<file path="src/rtl/rqpd_pkg.sv">
// ----------------------------------------------------------------------------
// rqpd_pkg: shared types and constants of the ready queue
// Transaction payloads, queue entry layout, status and policy codes, and the
// command and status bundles between the controller and the datapath.
// ----------------------------------------------------------------------------
package rqpd_pkg;

	// Configuration port: one register, addressed by byte.
	localparam int ADDR_W = 3;
	localparam logic [0:0] REG_POLICY = 1'b0;

	// Dispatch policy codes. The unused code behaves as oldest first.
	localparam logic [1:0] POL_OLDEST   = 2'd0;
	localparam logic [1:0] POL_SHORTEST = 2'd1;
	localparam logic [1:0] POL_PRIO     = 2'd2;

	localparam logic OP_ENQ  = 1'b0;
	localparam logic OP_DISP = 1'b1;

	typedef enum logic [1:0] {
		ST_OK    = 2'd0,
		ST_EMPTY = 2'd1,
		ST_FULL  = 2'd2
	} status_t;

	typedef struct packed {
		logic        op;
		logic [7:0]  proc_id;
		logic [15:0] est_clocks;
		logic [7:0]  prio_level;
	} req_t;

	typedef struct packed {
		status_t     status;
		logic [7:0]  out_id;
		logic [15:0] out_clocks;
		logic [7:0]  out_prio;
		logic [4:0]  occupancy;
	} rsp_t;

	typedef struct packed {
		logic [7:0]  id;
		logic [15:0] clocks;
		logic [7:0]  prio;
	} entry_t;

	typedef enum logic [2:0] {
		S_IDLE,
		S_SCAN,
		S_SCAN_END,
		S_FETCH,
		S_FETCH_W,
		S_SHIFT,
		S_RESP
	} state_t;

	typedef struct packed {
		logic    enq_wr;
		logic    res_st_ld;
		status_t res_status;
		logic    ptr_clr;
		logic    rd_step;
		logic    cmp;
		logic    cmp_min;
		logic    fetch_rd;
		logic    res_ld;
		logic    shift_wr;
		logic    dec;
		logic    out_ld;
	} dp_cmd_t;

	typedef struct packed {
		logic full;
		logic empty;
		logic scan_last;
		logic ptr_lt_fill;
		logic pv;
	} dp_stat_t;

endpackage

</file>
<file path="src/rtl/rqpd_dp.sv">
// ----------------------------------------------------------------------------
// rqpd_dp: ready queue datapath
// Entry memory, fill count, scan pointer with compare, compaction and the
// result and response registers.
// ----------------------------------------------------------------------------
module rqpd_dp #(
	parameter int QUEUE_DEPTH = 16
) (
	input  logic              clk,
	input  logic              arst_n,
	input  rqpd_pkg::req_t    req,
	input  rqpd_pkg::dp_cmd_t cmd,
	output rqpd_pkg::dp_stat_t stat,
	output rqpd_pkg::rsp_t    rsp
);

	localparam int IW = (QUEUE_DEPTH > 1) ? $clog2(QUEUE_DEPTH) : 1;
	localparam int CW = $clog2(QUEUE_DEPTH + 1);

	rqpd_pkg::entry_t mem [QUEUE_DEPTH];
	rqpd_pkg::entry_t rdata_q;
	rqpd_pkg::entry_t wr_entry;

	logic [CW-1:0] fill_q;
	logic [CW-1:0] ptr_q;
	logic          pv_q;
	logic [IW-1:0] pidx_q;
	logic [IW-1:0] best_idx_q;
	logic [15:0]   best_key_q;
	logic [IW-1:0] raddr;
	logic          rd_en;
	logic [15:0]   key;
	logic          better;

	rqpd_pkg::status_t res_status_q;
	logic [7:0]        res_id_q;
	logic [15:0]       res_clocks_q;
	logic [7:0]        res_prio_q;
	rqpd_pkg::rsp_t    rsp_q;

	assign wr_entry = '{id: req.proc_id, clocks: req.est_clocks, prio: req.prio_level};
	assign rd_en    = cmd.rd_step | cmd.fetch_rd;
	assign raddr    = cmd.fetch_rd ? best_idx_q : ptr_q[IW-1:0];

	assign key    = cmd.cmp_min ? rdata_q.clocks : {8'd0, rdata_q.prio};
	assign better = cmd.cmp_min ? (key < best_key_q) : (key > best_key_q);

	assign stat.full        = (fill_q == CW'(QUEUE_DEPTH));
	assign stat.empty       = (fill_q == '0);
	assign stat.scan_last   = (ptr_q == (fill_q - 1'b1));
	assign stat.ptr_lt_fill = (ptr_q < fill_q);
	assign stat.pv          = pv_q;

	assign rsp = rsp_q;

	// Single write port: a tail append and a compaction move never coincide.
	always_ff @(posedge clk) begin
		if (cmd.enq_wr) begin
			mem[fill_q[IW-1:0]] <= wr_entry;
		end else if (cmd.shift_wr && pv_q) begin
			mem[IW'(pidx_q - 1'b1)] <= rdata_q;
		end
		if (rd_en) begin
			rdata_q <= mem[raddr];
		end
	end

	always_ff @(posedge clk or negedge arst_n) begin
		if (!arst_n) begin
			fill_q <= '0;
			ptr_q  <= '0;
			pv_q   <= 1'b0;
		end else begin
			if (cmd.enq_wr) begin
				fill_q <= fill_q + 1'b1;
			end else if (cmd.dec) begin
				fill_q <= fill_q - 1'b1;
			end
			if (cmd.ptr_clr) begin
				ptr_q <= '0;
			end else if (cmd.res_ld) begin
				ptr_q <= CW'(best_idx_q) + 1'b1;
			end else if (cmd.rd_step) begin
				ptr_q <= ptr_q + 1'b1;
			end
			pv_q <= cmd.rd_step;
		end
	end

	always_ff @(posedge clk) begin
		if (cmd.rd_step) begin
			pidx_q <= ptr_q[IW-1:0];
		end
		if (cmd.ptr_clr) begin
			best_idx_q <= '0;
		end else if (cmd.cmp && pv_q && ((pidx_q == '0) || better)) begin
			best_idx_q <= pidx_q;
			best_key_q <= key;
		end
		if (cmd.res_st_ld) begin
			res_status_q <= cmd.res_status;
			res_id_q     <= '0;
			res_clocks_q <= '0;
			res_prio_q   <= '0;
		end else if (cmd.res_ld) begin
			res_status_q <= rqpd_pkg::ST_OK;
			res_id_q     <= rdata_q.id;
			res_clocks_q <= rdata_q.clocks;
			res_prio_q   <= rdata_q.prio;
		end
		if (cmd.out_ld) begin
			rsp_q.status     <= res_status_q;
			rsp_q.out_id     <= res_id_q;
			rsp_q.out_clocks <= res_clocks_q;
			rsp_q.out_prio   <= res_prio_q;
			rsp_q.occupancy  <= 5'(fill_q);
		end
	end

endmodule

</file>
<file path="src/rtl/rqpd_ctrl.sv">
// ----------------------------------------------------------------------------
// rqpd_ctrl: ready queue controller
// Sequences enqueue, scan, fetch, compaction and response delivery.
// ----------------------------------------------------------------------------
module rqpd_ctrl (
	input  logic               clk,
	input  logic               arst_n,
	input  logic               req_valid,
	output logic               req_ready,
	input  logic               req_op,
	input  logic [1:0]         policy,
	output logic               rsp_valid,
	input  logic               rsp_ready,
	input  rqpd_pkg::dp_stat_t stat,
	output rqpd_pkg::dp_cmd_t  cmd
);

	rqpd_pkg::state_t state_q;
	rqpd_pkg::state_t state_d;
	logic             rsp_valid_q;
	logic             rsp_valid_d;
	logic             do_scan;

	assign do_scan   = (policy == rqpd_pkg::POL_SHORTEST) || (policy == rqpd_pkg::POL_PRIO);
	assign req_ready = (state_q == rqpd_pkg::S_IDLE);
	assign rsp_valid = rsp_valid_q;

	always_ff @(posedge clk or negedge arst_n) begin
		if (!arst_n) begin
			state_q     <= rqpd_pkg::S_IDLE;
			rsp_valid_q <= 1'b0;
		end else begin
			state_q     <= state_d;
			rsp_valid_q <= rsp_valid_d;
		end
	end

	always_comb begin
		state_d     = state_q;
		rsp_valid_d = rsp_valid_q && !rsp_ready;
		cmd         = '0;
		cmd.res_status = rqpd_pkg::ST_OK;
		cmd.cmp_min = (policy == rqpd_pkg::POL_SHORTEST);
		case (state_q)
			rqpd_pkg::S_IDLE: begin
				if (req_valid) begin
					if (req_op == rqpd_pkg::OP_ENQ) begin
						cmd.res_st_ld  = 1'b1;
						cmd.res_status = stat.full ? rqpd_pkg::ST_FULL : rqpd_pkg::ST_OK;
						cmd.enq_wr     = !stat.full;
						state_d        = rqpd_pkg::S_RESP;
					end else if (stat.empty) begin
						cmd.res_st_ld  = 1'b1;
						cmd.res_status = rqpd_pkg::ST_EMPTY;
						state_d        = rqpd_pkg::S_RESP;
					end else begin
						cmd.ptr_clr = 1'b1;
						state_d     = do_scan ? rqpd_pkg::S_SCAN : rqpd_pkg::S_FETCH;
					end
				end
			end
			rqpd_pkg::S_SCAN: begin
				cmd.rd_step = 1'b1;
				cmd.cmp     = 1'b1;
				if (stat.scan_last) begin
					state_d = rqpd_pkg::S_SCAN_END;
				end
			end
			rqpd_pkg::S_SCAN_END: begin
				cmd.cmp = 1'b1;
				state_d = rqpd_pkg::S_FETCH;
			end
			rqpd_pkg::S_FETCH: begin
				cmd.fetch_rd = 1'b1;
				state_d      = rqpd_pkg::S_FETCH_W;
			end
			rqpd_pkg::S_FETCH_W: begin
				cmd.res_ld = 1'b1;
				state_d    = rqpd_pkg::S_SHIFT;
			end
			rqpd_pkg::S_SHIFT: begin
				cmd.rd_step  = stat.ptr_lt_fill;
				cmd.shift_wr = 1'b1;
				if (!stat.ptr_lt_fill && !stat.pv) begin
					cmd.dec = 1'b1;
					state_d = rqpd_pkg::S_RESP;
				end
			end
			rqpd_pkg::S_RESP: begin
				if (!rsp_valid_q || rsp_ready) begin
					cmd.out_ld  = 1'b1;
					rsp_valid_d = 1'b1;
					state_d     = rqpd_pkg::S_IDLE;
				end
			end
			default: begin
				state_d = rqpd_pkg::S_IDLE;
			end
		endcase
	end

endmodule

</file>
<file path="src/rtl/ready_queue_policy_dispatch.sv">
// ----------------------------------------------------------------------------
// ready_queue_policy_dispatch: ready queue with policy dispatch
// Holds process descriptors in arrival order; enqueue appends at the tail,
// dispatch removes one entry chosen by the configured policy.
// ----------------------------------------------------------------------------
//
// Channel   Signals                               Moves
// req       req_valid, req_ready, req (req_t)     enqueue or dispatch request
// rsp       rsp_valid, rsp_ready, rsp (rsp_t)     status, dispatched entry, occupancy
// cfg       psel, penable, pwrite, paddr, pwdata, policy register
//           prdata, pready
//
// An enqueue goes from acceptance straight to the response state. An
// oldest-first dispatch fetches the head entry and compacts the queue; the
// fewest-clocks and highest-priority policies first scan every queued entry,
// while compaction then moves only the entries behind the chosen one.
// The single read port and single write port of the entry memory pace both
// steps: the scan reads one entry per cycle and compaction moves one.
// Reset clears the fill count, the controller and the response valid; entry
// storage is not cleared. A response waiting for rsp_ready holds its register
// while the next request is accepted and processed; that request finishes only
// once the response register is free.
module ready_queue_policy_dispatch #(
	parameter int QUEUE_DEPTH = 16
) (
	input  logic                         clk,
	input  logic                         arst_n,
	input  logic                         req_valid,
	output logic                         req_ready,
	input  rqpd_pkg::req_t               req,
	output logic                         rsp_valid,
	input  logic                         rsp_ready,
	output rqpd_pkg::rsp_t               rsp,
	input  logic                         psel,
	input  logic                         penable,
	input  logic                         pwrite,
	input  logic [rqpd_pkg::ADDR_W-1:0]  paddr,
	input  logic [31:0]                  pwdata,
	output logic [31:0]                  prdata,
	output logic                         pready
);

	logic [1:0]         policy_q;
	logic               reg_hit;
	rqpd_pkg::dp_cmd_t  cmd;
	rqpd_pkg::dp_stat_t stat;

	// The register decode looks at the word address only; the byte lanes
	// within a word all select the same register.
	assign reg_hit = (paddr[rqpd_pkg::ADDR_W-1:2] == rqpd_pkg::REG_POLICY);
	assign pready  = 1'b1;
	assign prdata  = reg_hit ? {30'd0, policy_q} : 32'd0;

	always_ff @(posedge clk or negedge arst_n) begin
		if (!arst_n) begin
			policy_q <= rqpd_pkg::POL_OLDEST;
		end else if (psel && penable && pwrite && reg_hit) begin
			policy_q <= pwdata[1:0];
		end
	end

	// The controller owns the sequencing; the datapath owns the entry memory
	// and every register that carries descriptor data.
	rqpd_ctrl u_ctrl (
		.clk       (clk),
		.arst_n    (arst_n),
		.req_valid (req_valid),
		.req_ready (req_ready),
		.req_op    (req.op),
		.policy    (policy_q),
		.rsp_valid (rsp_valid),
		.rsp_ready (rsp_ready),
		.stat      (stat),
		.cmd       (cmd)
	);

	rqpd_dp #(
		.QUEUE_DEPTH (QUEUE_DEPTH)
	) u_dp (
		.clk    (clk),
		.arst_n (arst_n),
		.req    (req),
		.cmd    (cmd),
		.stat   (stat),
		.rsp    (rsp)
	);

endmodule

</file>
<file path="config.mk">
export PLATFORM = sky130hd
export DESIGN_NAME = ready_queue_policy_dispatch
export DESIGN_NICKNAME = d
export VERILOG_FILES = /design/src/rtl/rqpd_pkg.sv /design/src/rtl/rqpd_dp.sv /design/src/rtl/rqpd_ctrl.sv /design/src/rtl/ready_queue_policy_dispatch.sv
export SDC_FILE = /design/constraint.sdc
export NUM_CORES = 1
export LEC_CHECK = 0
export BUFFER_PORTS_ARGS = -buffer_cell sky130_fd_sc_hd__buf_2
export CAP_MARGIN = 20
export CELL_PAD_IN_SITES_DETAIL_PLACEMENT = 0
export CELL_PAD_IN_SITES_GLOBAL_PLACEMENT = 1
export CORE_ASPECT_RATIO = 1.2
export CORE_MARGIN = 2
export CORE_UTILIZATION = 35
export CTS_CLUSTER_DIAMETER = 100
export DETAILED_ROUTE_END_ITERATION = 10
export PLACE_DENSITY_LB_ADDON = 0.1
export SYNTH_ARGS = -nofsm -noshare
export SYNTH_HDL_FRONTEND = slang
export SYNTH_SLANG_ARGS = --single-unit
</file>
<file path="constraint.sdc">
create_clock -name clk -period 3.5 [get_ports clk]
set_clock_uncertainty 0.05 [all_clocks]
set_input_delay 0.175 -clock clk [delete_from_list [all_inputs] [get_ports clk]]
set_output_delay 0.175 -clock clk [all_outputs]
set_load 0.005 [all_outputs]
</file>
==> impl_metrics.env, run 1 <==
export IMPL_tightest_slew_ns=1.14
export IMPL_pre_cts_ws_ns=0.180
export IMPL_grt_use_total=0.186
export IMPL_synth_area_per_cell_sq_um=13.4
export IMPL_grt_max_degree=65
export IMPL_area_growth_pct=17.1
export IMPL_yosysTopAreaCellShare=0.676
export IMPL_drv_cap=0
export IMPL_cp_required_ns=3.74
export IMPL_power_density_nw_per_um2=899
export IMPL_cts_sinks=658
export IMPL_pwr_share_seq=0.382
export IMPL_fin_crit_sh=0.940
export IMPL_drt_iter0_markers=1190
export IMPL_synth_area_top_cells="edfxtp_1 (68%), nand2_1 (7.5%), mux2i_1 (3.9%)"
export IMPL_p_int_w=0.0179
export IMPL_hpwl_mm=41.8
export IMPL_htree_levels=3
export IMPL_worst_path_buf_inv=5
export IMPL_overflow=0
export IMPL_fp_coreArea_sq_um=76200
export IMPL_leakage_nw=11.4
export IMPL_synth_compound_area_frac=0.0428
export IMPL_antenna_found_initial=6
export IMPL_initial_core_util=0.352
export IMPL_maxSlewHeadroom=0.242
export IMPL_ys_types=54
export IMPL_n_fill_cell=7075
export IMPL_min_period_ns=3.29
export IMPL_cts_made_buffers=70
export IMPL_slowest_delay_ns=0.38
export IMPL_seqCellArea_sq_um=19300
export IMPL_status="finished clean"
export IMPL_synth_xor_area_share=0.00489
export IMPL_drv_slew=0
export IMPL_max_freq_mhz=304
export IMPL_pwr_share_clk=0.251
export IMPL_crit_type="flip-flop to flip-flop"
export IMPL_post_cts_buffers=0
export IMPL_cts_buffer_depth=3
export IMPL_drt_pre_antenna_iters=5
export IMPL_synth_flop_cell="edfxtp_1"
export IMPL_clk_pin_slew_ns=0.06
export IMPL_rsz0062_at_grt="false"
export IMPL_clock_latency_ns=0.61
export IMPL_vias_per_cell=5.01
export IMPL_syn_inst=2003
export IMPL_synth_area_mux_share=0.0594
export IMPL_rows=111
export IMPL_p_sw_w=0.0104
export IMPL_die_width_microns=257
export IMPL_syn_cell_area_sq_um=26900
export IMPL_dr_total_vias=16100
export IMPL_ys_ff_latch=658
export IMPL_final_setup_viol_count=0
export IMPL_ys_seq_area_frac=0.719
export IMPL_crit_arrival_ns=3.53
export IMPL_critPathLaunchType="flip-flop"
export IMPL_layout_nets=2246
export IMPL_cts_hold_buffers=10
export IMPL_endpoint_kind="flip-flop"
export IMPL_cts_root_buf="clkbuf_16"
export IMPL_cts_tree="done"
export IMPL_worstPathCellList="inv_1 > ha_1 > buf_4 > mux2_2 > ha_1 > a21oi_1 > o21ai_0 > buf_4 > a21oi_1 > a31o_2 > nand4_1 > inv_1 > buf_4"
export IMPL_finalWirelength_mm=73.1
export IMPL_worst_slack_ns=0.211
export IMPL_wl_per_cell_microns=22.8
export IMPL_holdCritPathClass="primary input to flip-flop"
export IMPL_layout_drive_gt1_share=0.158
export IMPL_multi_input_area_sq_um=6960
export IMPL_grt_pass1_vias=15700
export IMPL_cp_max_fo=16
export IMPL_p_comb_frac=0.366
export IMPL_finalHoldViolCount=0
export IMPL_ir_drop_uv=666
export IMPL_crit_top_cell="buf_4"
export IMPL_die_y_microns=307
export IMPL_port_buffers=85
export IMPL_switching_share=0.367
export IMPL_cts_resized=0
export IMPL_gp_congestion=0.764
export IMPL_synth_edf_count=605
export IMPL_synth_top_area_cell="edfxtp_1"
export IMPL_drcViolationCount=0
export IMPL_grt_first_pass_wirelength_mm=107
export IMPL_synthArstFlopShare=0.0258
export IMPL_synthAdderAreaFrac=0.0130
export IMPL_synth_simple_area_share=0.128
export IMPL_ant_nets=0
export IMPL_critPathSlowestCell="mux2_2"
export IMPL_yosysWarningCount=0
export IMPL_synth_commonest_cells="edfxtp_1 (605), nand2_1 (535), nand3_1 (198)"
export IMPL_ios=149
export IMPL_crit_family="buffers and inverters"
export IMPL_die_area_sq_um=79000
export IMPL_synth_top_family_by_area="simple AND/OR/NAND/NOR gates"
export IMPL_power_w=0.0283
export IMPL_yosysMostFrequentCell="edfxtp_1"
-- registers in the layout, summed over array words and instances (netlist names), 8 cells and up --
name,flops
u_dp.best_key_q,16
u_dp.res_prio_q,8
u_dp.res_id_q,8
u_dp.mem,512
u_dp.res_clocks_q,16
u_dp.rsp,39
u_dp.rdata_q,32
-- routing by layer --
metal  vias up  wire, microns  GRT usage
met3        86           3030     0.0279
li1       7534              -          -
met2       330          36100      0.316
met4         2           1290     0.0471
met5         -             17          0
met1      8141          32700      0.249
-- cell families after synthesis --
kind of cell | Yosys count
flip-flops | 658
other | 2
multiplexers | 153
adder cells (fa/ha/maj) | 28
AO/OA/AOI/OAI | 158
XOR/XNOR | 15
AND/OR/NAND/NOR | 814
buffers and inverters | 175
-- cells in the final DEF (no fill, tap or decap), types with 4 or more instances in the layout --
cell type      instances
a211oi_1               6
a21oi_1               44
a32oi_1               34
and2_1                 8
buf_12                34
buf_2                 85
buf_4                 52
clkbuf_1              14
clkbuf_16             73
clkinv_1              16
clkinv_2              11
conb_1                31
dfrtp_1               17
dfxtp_1               36
dlygate4sd3_1         10
edfxtp_1             605
ha_1                  28
inv_1                 33
mux2_2                46
mux2i_1              103
nand2_1              534
nand2b_1               4
nand3_1              197
nand4_1                7
nor2_1                17
nor2_4                18
nor2b_1                7
nor4_1                 6
o21a_1                 4
o21ai_0               16
o221ai_1              33
xnor2_1               11
xor2_1                 4
-- area by class of cell --
| cell class | count | area share |
|---|---|---|
| sequential | 658 | 0.614 |
| multi-input combinational | 1199 | 0.221 |
| clock buffer | 90 | 0.0611 |
| timing repair buffer | 181 | 0.0508 |
| tap | 1017 | 0.0405 |
| clock inverter | 35 | 0.00831 |
| inverter | 33 | 0.00394 |
| antenna | 1 | 0.0000796 |
-- path summary, 6_finish.rpt --
kind	start	endpoint	slack, ns	cells after the start
max	policy_q[1]	u_dp.best_key_q[3]	0.21	13
min	req[30]	u_dp.mem[13][30]	0.06	2
max reg2reg	policy_q[1]	u_dp.best_key_q[3]	0.21	13
min reg2reg	u_dp.res_clocks_q[11]	u_dp.rsp[24]	0.37	0
max in group asynchronous	arst_n	u_dp.fill_q[0]	1.91	4
min in group asynchronous	arst_n	u_dp.fill_q[4]	0.51	3
-- power by group through the flow --
stage                     clock [W]  sequential (W)  combinational (W)
after floorplan                   0          0.0106            0.00660
after global placement            0          0.0110             0.0105
after detailed placement          0          0.0110             0.0105
after CTS                   0.00731          0.0108             0.0106
after global routing        0.00761          0.0109             0.0115
final                       0.00711          0.0108             0.0104
-- through the flow --
stage / TNS, ns / hold WS, ns / cells / cell area, sq um / util
4_1_cts: 0 / 0.0420 / 3213 / 31500 / 0.412
3_3_place_gp: 0 / 0.104 / 3078 / 29200 / 0.383
6_report: 0 / 0.0603 / 3214 / 31500 / 0.413
3_5_place_dp: 0 / 0.111 / 3078 / 29200 / 0.383
5_1_grt: 0 / 0.0919 / 3213 / 31500 / 0.412
2_1_floorplan: -27.15 / -0.171 / 2032 / 27000 / -
Note: power is estimated with default switching activity, not from simulation.
==> run 2: changes to the inputs <==
==> constraint.sdc (replaced) <==
create_clock -name clk -period 3.1 [get_ports clk]
set_clock_uncertainty 0.05 [all_clocks]
set_input_delay 0.155 -clock clk [delete_from_list [all_inputs] [get_ports clk]]
set_output_delay 0.155 -clock clk [all_outputs]
set_load 0.005 [all_outputs]
==> run 2 against run 1 <==
Compared with the run above:
- via count rose by 1.5%
- worst setup slack got worse by 0.20 ns
- sequential power rose by 12%
- critical path depth fell by 1
- non-clock buffer count rose by 25
- largest power group is now combinational cells
- clock power rose by 18%
- routed wire length rose by 0.33%
- total power rose by 16%
- sequential cell count did not move
- final cell count rose by 1.0%
- clock-buffer cell count rose by 18
- critical path type unchanged
==> impl_metrics.env, run 2 (synthesized netlist as in run 1, its figures left out) <==
export IMPL_hold_path_end="u_dp.mem[10][24]"
export IMPL_holdCritPathClass="primary input to flip-flop"
export IMPL_slowest_delay_ns=0.44
export IMPL_diodes=0
export IMPL_gp_congestion=0.745
export IMPL_die_width_microns=257
export IMPL_dp_cells=3099
export IMPL_power_density_nw_per_um2=1030
export IMPL_cts_buffer_depth=3
export IMPL_die_y_microns=307
export IMPL_cts_tree="done"
export IMPL_rows=111
export IMPL_critPathLaunchType="flip-flop"
export IMPL_overflow=0
export IMPL_drt_iter0_markers=1137
export IMPL_cp_required_ns=3.54
export IMPL_layout_nets=2274
export IMPL_clk_pin_slew_ns=0.06
export IMPL_fp_coreArea_sq_um=76200
export IMPL_die_area_sq_um=79000
export IMPL_holdWs_ns=0.0353
export IMPL_r2r_cells=12
export IMPL_hpwl_mm=44.2
export IMPL_finalHoldViolCount=0
export IMPL_largest_register="u_dp.mem"
export IMPL_drt_pre_antenna_iters=7
export IMPL_clock_latency_ns=0.61
export IMPL_multi_input_area_sq_um=7050
export IMPL_status="finished clean"
export IMPL_min_period_ns=3.09
export IMPL_drcViolationCount=0
export IMPL_cts_root_buf="clkbuf_16"
export IMPL_layout_common_cells="edfxtp_1 (605), nand2_1 (533), nand3_1 (197)"
export IMPL_leakage_nw=11.7
export IMPL_endpoint_kind="flip-flop"
export IMPL_n_fill_cell=7039
export IMPL_power_w=0.0328
export IMPL_area_growth_pct=18.9
export IMPL_final_setup_viol_count=0
export IMPL_cts_sinks=658
export IMPL_dr_total_vias=16300
export IMPL_ir_drop_uv=828
export IMPL_critPathSlowestCell="dfrtp_2"
export IMPL_finalNonFillerCells=3246
export IMPL_drv_cap=0
export IMPL_ant_nets=0
export IMPL_rsz0062_at_grt="true"
export IMPL_post_dp_cell_area_sq_um=29400
export IMPL_r2r_start="policy_q[0]"
export IMPL_fin_crit_sh=0.997
export IMPL_design_area_sq_um=31900
export IMPL_antenna_found_initial=5
export IMPL_tightest_slew_ns=1.24
export IMPL_crit_arrival_ns=3.53
export IMPL_layout_drive_gt1_share=0.172
export IMPL_hold_depth=2
export IMPL_vias_per_cell=5.03
export IMPL_worst_path_buf_inv=3
export IMPL_crit_family="multiplexers"
export IMPL_crit_type="flip-flop to flip-flop"
export IMPL_ff2ff_setup_slack_ns=0.009
export IMPL_fin_util=0.419
export IMPL_cts_made_buffers=73
export IMPL_maxSlewHeadroom=0.175
export IMPL_drv_slew=0
export IMPL_cp_max_fo=9
export IMPL_port_buffers=85
export IMPL_seqCellArea_sq_um=19300
export IMPL_grt_use_total=0.187
export IMPL_finalWirelength_mm=73.4
export IMPL_worstPathCellList="ha_4 > buf_12 > mux2_4 > ha_4 > nand4_1 > buf_4 > nor4_4 > o21ai_1 > a31o_2 > nand4_1 > buf_4 > mux2_2"
export IMPL_grt_max_degree=73
export IMPL_r2r_end="u_dp.best_idx_q[3]"
export IMPL_max_freq_mhz=324
export IMPL_largest_reg_flops=512
export IMPL_htree_levels=3
export IMPL_grt_pass1_vias=16100
export IMPL_layout_commonest_cell="edfxtp_1"
export IMPL_grt_first_pass_wirelength_mm=109
export IMPL_ios=149
export IMPL_hold_start="req[24]"
export IMPL_initial_core_util=0.352
export IMPL_wl_per_cell_microns=22.6
## run 2: cell count changes in the layout (fill, tap and decap cells not counted), moves of 3 or more
cell	previous run	this run
clkbuf_1	14	25
mux2_4	1	5
ha_1	28	24
mux2_2	46	42
buf_4	52	72
buf_12	34	39
clkinv_2	11	8
ha_4	0	4
clkbuf_16	73	80
clkinv_1	16	10
## run 2: cell type report
cell class,count,area share
Sequential cell,658,0.605
Tap cell,1017,0.0398
Timing Repair Buffer,206,0.0584
Multi-Input combinational cell,1199,0.221
Inverter,33,0.00400
Clock inverter,25,0.00545
Clock buffer,108,0.0669
## run 2: repair_timing
item / in CTS / in global routing
endpoints found under the setup margin: 2 / 20
pin swaps: 0 / 6
gates resized for setup: 2 / 12
hold buffers: 9 / 0
setup buffers: 0 / 4
hold endpoints to repair: 25 / 0
gates cloned: 0 / 0
## run 2: how the worst max path moves through the flow
stage | from | to | depth (start not counted)
detailed placement | policy_q[1] | u_dp.best_idx_q[3] | 12
global placement | policy_q[1] | u_dp.best_idx_q[3] | 12
floorplan | u_dp.fill_q[0] | u_dp.mem[11][0] | 7
global route | policy_q[1] | u_dp.best_idx_q[2] | 13
finish | policy_q[0] | u_dp.best_idx_q[3] | 12
CTS | policy_q[1] | u_dp.best_idx_q[3] | 12
## run 2: per-stage QoR
| step | setup slack [ns] | TNS [ns] |
|---|---|---|
| final | 0.00897 | 0 |
| after global routing | -0.0772 | -0.636 |
| after CTS | 0.00337 | 0 |
| after detailed placement | -0.00584 | -0.0107 |
| after global placement | -0.0506 | -0.300 |
| after floorplan | -0.512 | -193.29 |
## run 2: power breakdown
part / total, W / leakage, nW / internal [W] / switching [W]
Clock: 0.00837 / 1.13 / 0.00494 / 0.00342
Sequential: 0.0121 / 5.99 / 0.0115 / 0.000587
Combinational: 0.0124 / 4.56 / 0.00428 / 0.00808
## run 2: layer usage
metal	track usage	vias up	wire length, microns
li1	-	7601	-
met1	0.255	8247	33200
met2	0.312	409	35600
met4	0.0503	0	1270
met3	0.0254	80	3290
met5	0	-	0
